==> src/design/rac_pkg.sv <==
package rac_pkg;

  localparam int VALUE_WIDTH_DEF = 32;
  localparam int KIND_W = 2;
  localparam int CHAR_W = 7;
  localparam int POS_W = 4;
  localparam int DIGIT_W = 4;

  localparam logic [CHAR_W-1:0] CHAR_ZERO    = 7'h30;
  localparam logic [CHAR_W-1:0] CHAR_LOWER_A = 7'h61;
  localparam logic [CHAR_W-1:0] CHAR_UPPER_A = 7'h41;
  localparam logic [DIGIT_W-1:0] DIGIT_TEN   = 4'd10;

  typedef enum logic [KIND_W-1:0] {
    KIND_DEC    = 2'd0,
    KIND_OCT    = 2'd1,
    KIND_HEX_LO = 2'd2,
    KIND_HEX_UP = 2'd3
  } rac_kind_t;

  // ascii code of one digit value 0..15
  function automatic logic [CHAR_W-1:0] rac_char(input logic [DIGIT_W-1:0] d,
                                                 input logic upper);
    logic [CHAR_W-1:0] base;
    logic [CHAR_W-1:0] ofs;
    if (d < DIGIT_TEN) begin
      base = CHAR_ZERO;
      ofs  = CHAR_W'(d);
    end else begin
      base = upper ? CHAR_UPPER_A : CHAR_LOWER_A;
      ofs  = CHAR_W'(d - DIGIT_TEN);
    end
    return base + ofs;
  endfunction

endpackage

==> src/design/rac_conv.sv <==
module rac_conv import rac_pkg::*; #(
  parameter int VALUE_WIDTH = VALUE_WIDTH_DEF,
  parameter int NDIG = (VALUE_WIDTH + 2) / 3
) (
  input  logic                    clk,
  input  logic                    rst,
  input  logic                    start,
  input  logic [VALUE_WIDTH-1:0]  value,
  input  logic [KIND_W-1:0]       kind,
  input  logic                    take,
  output logic                    idle,
  output logic                    done,
  output logic                    upper,
  output logic [NDIG*DIGIT_W-1:0] digits
);

  localparam int CW = $clog2(VALUE_WIDTH);

  typedef enum logic [1:0] {S_IDLE, S_RUN, S_DONE} state_t;

  state_t                  state;
  logic [NDIG*DIGIT_W-1:0] bcd;
  logic [NDIG*DIGIT_W-1:0] adj;
  logic [NDIG*DIGIT_W-1:0] oct;
  logic [NDIG*3-1:0]       vpad;
  logic [VALUE_WIDTH-1:0]  sh;
  logic [CW-1:0]           cnt;
  rac_kind_t               kind_in;

  assign kind_in = rac_kind_t'(kind);
  assign vpad    = (NDIG*3)'(value);

  // add-3 correction on every bcd digit before the shift
  always_comb begin
    for (int i = 0; i < NDIG; i++) begin
      if (bcd[i*DIGIT_W +: DIGIT_W] >= 4'd5) begin
        adj[i*DIGIT_W +: DIGIT_W] = bcd[i*DIGIT_W +: DIGIT_W] + 4'd3;
      end else begin
        adj[i*DIGIT_W +: DIGIT_W] = bcd[i*DIGIT_W +: DIGIT_W];
      end
      oct[i*DIGIT_W +: DIGIT_W] = {1'b0, vpad[i*3 +: 3]};
    end
  end

  always_ff @(posedge clk) begin
    if (rst) begin
      state <= S_IDLE;
    end else begin
      unique case (state)
        S_IDLE: begin
          if (start) begin
            upper <= (kind_in == KIND_HEX_UP);
            unique case (kind_in)
              KIND_DEC: begin
                bcd   <= '0;
                sh    <= value;
                cnt   <= CW'(VALUE_WIDTH - 1);
                state <= S_RUN;
              end
              KIND_OCT: begin
                bcd   <= oct;
                state <= S_DONE;
              end
              default: begin
                bcd   <= (NDIG*DIGIT_W)'(value);
                state <= S_DONE;
              end
            endcase
          end
        end
        S_RUN: begin
          bcd <= {adj[NDIG*DIGIT_W-2:0], sh[VALUE_WIDTH-1]};
          sh  <= sh << 1;
          if (cnt == '0) begin
            state <= S_DONE;
          end else begin
            cnt <= cnt - 1'b1;
          end
        end
        S_DONE: begin
          if (take) begin
            state <= S_IDLE;
          end
        end
        default: state <= S_IDLE;
      endcase
    end
  end

  assign idle   = (state == S_IDLE);
  assign done   = (state == S_DONE);
  assign digits = bcd;

`ifndef SYNTHESIS
  a_take_from_done: assert property (@(posedge clk) disable iff (rst)
    take |-> state == S_DONE) else $error("digits taken before conversion done");
  a_run_ends: assert property (@(posedge clk) disable iff (rst)
    (state == S_RUN && cnt == '0) |=> state == S_DONE)
    else $error("conversion did not finish after last bit");
  a_start_leaves_idle: assert property (@(posedge clk) disable iff (rst)
    start |=> (state == S_RUN || state == S_DONE))
    else $error("accepted value did not start conversion");
`endif

endmodule

==> config.mk <==
export PLATFORM = sky130hd
export DESIGN_NAME = rac_conv
export DESIGN_NICKNAME = d
export VERILOG_FILES = /design/src/design/rac_pkg.sv /design/src/design/rac_conv.sv
export SDC_FILE = /design/constraint.sdc
export NUM_CORES = 1
export LEC_CHECK = 0
export BUFFER_PORTS_ARGS = -buffer_cell sky130_fd_sc_hd__buf_2
export CAP_MARGIN = 10
export CORE_ASPECT_RATIO = 0.5
export CORE_MARGIN = 10
export CORE_UTILIZATION = 30
export DETAILED_ROUTE_END_ITERATION = 10
export SETUP_SLACK_MARGIN = 0.5
export SLEW_MARGIN = 20
export SYNTH_ARGS = -nofsm -noshare
export SYNTH_HDL_FRONTEND = slang
export SYNTH_SLANG_ARGS = --single-unit
==> constraint.sdc <==
create_clock -name clk -period 4.85 [get_ports clk]
set_input_delay 0.2425 -clock clk [delete_from_list [all_inputs] [get_ports clk]]
set_output_delay 0.2425 -clock clk [all_outputs]
set_load 0.1 [all_outputs]
==> run metrics, run 1 <==
I/O Pins 85; Setup TNS 0 ps; die area 21600 um2; worst vdd ir between 200 and 250 uV; period utilization 0.493; WS Path Type register to register; Sequential Area roughly 2500 um2; #FFs+latches synth 84; drt via density around 5; largest area contributor in the netlist edfxtp_1; Buffers on Ports 84; TritonCTS Buffers 9; final hold violation count 0; CTS tree done; pin count of the biggest net entering global routing 48; Crit path required time between 4000 and 5000 ps; PnR Total Power around 2000 uW; first-pass GRT wire length 18.9 mm; total grt overflow 0; Pre-antenna DRT Iters 5; share of the yosys chip area belonging to registers 0.525; number of global-route vias before repair roughly 3600; top cell type's share of synthesized area 0.517; core area ~15000 um2; Routability Congestion just under 0.8; Fill cells ~1500; clock buffer depth 2; CTS sink cnt 84; Die Y 109 um; kind of end point of the critical path register; fmax 418 MHz; outcome complete, no violations; hold-fix buffers at CTS 0; setup violators final 0; Die W 198 um; commonest non-fill, non-tap cell in the layout nand2_1; Vias 3710; Final #Nets about 600; RSZ-0062 raised after global routing no; slowest stage delay, CP slightly below 800 ps; critical path buffer and inverter count 1; syn_area_per_cell 10.1 um2; Cell Chain, Critical Path nor2b_4, buf_4, a31oi_1, o31a_1; Root Buffer clkbuf_16; routed wire length 12.1 mm; Initial DRC Count around 210; latest clock arrival within the worst-skew pair ~340 ps; Startpoint Class register; PnR worst setup slack roughly 2500 ps; Synth Cell Area 4770 um2; Final Slew Violations 0; Critical Path AT about 2500 ps; Cells after Synth approximately 470; number of synthesis warnings 0; dominant synthesized flop cell edfxtp_1; All-Layer GR Usage 0.110; Reg clk slew, reported paths 60 ps; Slew headroom 0.336; pwr dens between 300 and 400 nW/um2; syn nets between 500 and 600; crit path max fanout 47; most frequent cells in the layout nand2_1 (115), buf_2 (84), edfxtp_1 (82); Slowest-stage cell, CP nor2b_4; CP delay by family, top simple AND/OR/NAND/NOR gates; share of post-route cells with drive strength above 1 0.201; max_cap viols 0; Post-CTS Setup Inserts 0; Netlist cell types 37; HPWL after detailed placement slightly below 9 mm; initial cell density of the core 0.308; H-tree depth 3; ys async rst share 0; initial antenna violation count 2; min Tclk post-route 2390 ps; worst hold-check path type primary input to register; Site Rows 32; dominant cells by area after synthesis edfxtp_1 (52%), nand2_1 (9.1%), ha_1 (6.3%), a21oi_1 (4.4%), a221oi_1 (3.5%); P_leak approximately 0.0022 uW; dpl ws roughly 2500 ps; EDFF count, synth between 80 and 90; Worst-Margin Slew just under 1000 ps; drt drc 0; Clock Skews 6.26 ps; Final ANT Viol Nets 0; area grow syn2layout 17.9%; multi-input logic area roughly 2000 um2; DR WL/cell between 15 and 20 um; post_cts resized 0
through the flow:
stage,area (um2),hold WS [ps],std cells,util
after floorplan,4770,321,472,-
after global placement,5340,428,741,0.344
after detailed placement,5340,435,741,0.344
after CTS,5610,78.7,755,0.362
after global routing,5620,81.6,755,0.362
final,5620,85.5,756,0.363
power by group:
| group | internal, uW | switching [uW] | leakage [uW] |
|---|---|---|---|
| registers | 851 | 34.1 | 0.000768 |
| clock network | 392 | 265 | 0.000135 |
| logic | 108 | 350 | 0.00134 |
| total | 1350 | 649 | 0.00225 |
metal layers:
layer	GRT usage	vias up	wire length [um]
met1	0.135	1790	5470
met3	0.0326	15	679
met2	0.181	65	5770
met5	0	-	13
met4	0.0371	2	171
li1	-	1838	-
layout make-up:
class                           count  share of cell area
Timing Repair Buffer               89              0.0815
Multi-Input combinational cell    339               0.362
Inverter                           25              0.0167
Sequential cell                    84               0.445
Clock buffer                       11              0.0414
Tap cell                          204              0.0454
Antenna cell                        1            0.000445
Clock inverter                      3             0.00713
synth_stat cells, types with 3 or more instances:
cell type / count
nor2_1: 23
o21ai_0: 24
buf_6: 3
edfxtp_1: 82
a211oi_1: 7
buf_2: 12
buf_4: 7
and2_1: 3
ha_1: 24
a21oi_1: 42
nor3_1: 5
nor3b_1: 15
a221oi_1: 19
nand2_1: 115
a22o_1: 4
nand3_1: 8
mux2i_1: 3
inv_1: 25
nand2b_1: 12
xnor2_1: 14
registers in the layout, indices dropped and copies added (netlist names):
signal / flops
sh: 32
digits: 44
cnt: 5
upper: 1
state: 2
path summary, 6_finish.rpt:
kind / startpoint / to / slack [ps] / depth (start not counted)
max reg2reg: state[0] / digits[30] / 2460 / 4
max: state[0] / digits[30] / 2460 / 4
min: take / state[1] / 90 / 2
min reg2reg: sh[24] / sh[25] / 510 / 2
cell families (layout without fill, tap and decap cells):
kind of cell	count (synthesis)	count (layout)	synth area share
and+or+nand+nor	188	188	0.178
AOI/OAI and AO/OA	108	108	0.146
DFF	84	84	0.525
buffers and inverters	49	128	0.0520
adders and majority gates	24	24	0.0630
xor gates and xnor gates	16	16	0.0294
muxes	3	3	0.00630
other	0	1	0
Note: power is estimated with default switching activity, not from simulation.
==> run 2: changes to the inputs <==
- ABC_AREA: unset -> 1
- clock period: 4.85 -> 2 ns (I/O delays scaled with it)
==> run metrics, run 2 <==
Reg clk slew, reported paths 60 ps (about the same); Final Cell Area 6490 um2 (+15%); I/O Pins 85 (unchanged); RSZ-0062 raised after global routing yes; kind of end point of the critical path register; outcome complete, no violations; DR WL/cell 15.7 um (-1.7%); Initial DRC Count 296 (+40%); Cells after Synth 557 (+18%); most common library cells after synthesis nand2_1 (191), edfxtp_1 (82), inv_1 (61); #FFs+latches synth 84 (unchanged); min Tclk post-route 1460 ps (-928 ps); ys async rst share 0 (unchanged); drt drc 0 (unchanged); worst reg2reg path startpoint digits[4]; PnR Total Power 5450 uW (+170%); Routability Congestion 0.820 (+5.1%); CTS tree done; most frequent cells in the layout nand2_1 (170), buf_2 (83), edfxtp_1 (82); Final #Nets 746 (+22%); clock buffer depth 2 (unchanged); number of synthesis warnings 0 (unchanged); Die W 199 um (+0.49%); initial cell density of the core 0.309 (+0.00179); max reg flops 44 (unchanged); pin count of the biggest net entering global routing 34 (-29%); pwr dens 839 nW/um2 (+140%); hold path startpoint kind[0]; area grow syn2layout 34.7%; max_cap viols 0 (unchanged); Clock Skews 6.34 ps (+0.0730 ps); Final Slew Violations 0 (unchanged); first-pass GRT wire length 21.4 mm (+13%); Startpoint Class register; H-tree depth 3 (unchanged); fmax 683 MHz (+63%); TritonCTS Buffers 9 (unchanged); initial antenna violation count 0 (-2); Vias 4316 (+16%); routed wire length 14.1 mm (+16%); largest area contributor in the netlist edfxtp_1; latest clock arrival within the worst-skew pair 340 ps (about the same); dominant synthesized flop cell edfxtp_1; Crit path required time 2090 ps (-2850 ps); ANT cells 0 (-1); worst hold-check path type primary input to register; HPWL after detailed placement 9.61 mm (+9.9%); crit path from digits[4]; Final ANT Viol Nets 0 (unchanged); share of the yosys chip area belonging to registers 0.519 (-0.00573); Buffers on Ports 84 (unchanged); DP Area 5730 um2 (+7.3%); commonest non-fill, non-tap cell in the layout nand2_1; top cell type's share of synthesized area 0.511 (-0.00563); All-Layer GR Usage 0.124 (+0.0147); Worst-Margin Slew 524 ps (-467 ps); Synth Cell Area 4820 um2 (+1.1%); Site Rows 32 (unchanged); Root Buffer clkbuf_16; Critical Path AT 1550 ps (-930 ps); EDFF count, synth 82 (unchanged); dominant cells by area after synthesis edfxtp_1 (51%), nand2_1 (15%), ha_1 (6.2%), inv_1 (4.8%), nand3_1 (4.3%); total grt overflow 0 (unchanged); Pre-antenna DRT Iters 5 (unchanged); drt via density 4.83 (-1.5%); core area 15600 um2 (+0.52%); setup violators final 0 (unchanged); CTS sink cnt 84 (unchanged); P_leak 0.00284 uW (+26%); share of post-route cells with drive strength above 1 0.343 (+0.141); Netlist cell types 28 (-24%); crit path max fanout 5 (-89%); syn nets 619 (+16%); final hold violation count 0 (unchanged); Slew headroom 0.653 (+0.317); Die Y 110 um (+0.45%); syn_area_per_cell 8.65 um2 (-14%); die area 21800 um2 (+0.95%); WS Path Type register to register; number of global-route vias before repair 4074 (+14%); worst vdd ir 481 uV (+110%); period utilization 0.732 (+0.239); count leader, synth nand2_1
==> run 2: final cells by class <==
class                           instances  area [um2]
Clock buffer                           13         240
Clock inverter                          3        37.5
Fill cell                            1508        9090
Inverter                               62         233
Multi-Input combinational cell        392        2290
Sequential cell                        84        2510
Tap cell                              204         255
Timing Repair Buffer                  135         918
==> run 2: timing repair <==
item,CTS,global route
gates cloned,2,0
buffers inserted,7,27
pin swaps,2,13
resized for setup,7,34
hold endpoints to repair,1,0
hold buffers,1,0
setup endpoints to repair,119,85
==> run 2: worst max-delay path: stages, from the launching register on <==
cell      delay, ps
edfxtp_1        520
inv_2           130
ha_4            130
inv_2            40
nand2_4          70
nand3_4          90
o211ai_1        180
nand2_1          70
==> run 2: per-stage QoR <==
step | hold WS (ps) | instances | TNS, ps | worst slack, ps | utilization
after floorplan | 162 | 557 | -4120 | -279 | -
after global placement | 293 | 840 | 0 | 380 | 0.368
after detailed placement | 296 | 840 | 0 | 364 | 0.368
after CTS | 36.1 | 866 | 0 | 482 | 0.395
after global routing | 50.5 | 893 | 0 | 452 | 0.417
final | 47.5 | 893 | 0 | 537 | 0.417
==> run 2: final timing paths <==
check / end / slack [ps] / cells after the start
worst max-delay path: digits[6] / 540 / 7
worst min-delay path: upper / 50 / 3
worst max register to register: digits[6] / 540 / 7
worst min register to register: sh[26] / 510 / 2
==> run 2: where the power goes <==
| part | internal (uW) | switching, uW | leakage (uW) |
|---|---|---|---|
| Combinational | 438 | 1180 | 0.00193 |
| Clock | 962 | 659 | 0.000133 |
| Sequential | 2100 | 111 | 0.000773 |
==> run 2: kinds of logic after synthesis <==
| logic type | count (synthesis) | share of synthesized area |
|---|---|---|
| AOI/OAI and AO/OA | 83 | 0.100 |
| xor gates and xnor gates | 4 | 0.00727 |
| adders and majority gates | 24 | 0.0623 |
| buffers and inverters | 81 | 0.0714 |
| DFF | 84 | 0.519 |
| and+or+nand+nor | 281 | 0.239 |
==> run 2: routing by layer <==
metal | vias to the layer above | GRT usage | routed length, um
li1 | 2147 | - | -
met5 | - | 0 | 0
met1 | 2068 | 0.157 | 6130
met4 | 0 | 0.0352 | 178
met2 | 87 | 0.210 | 6990
met3 | 14 | 0.0293 | 761
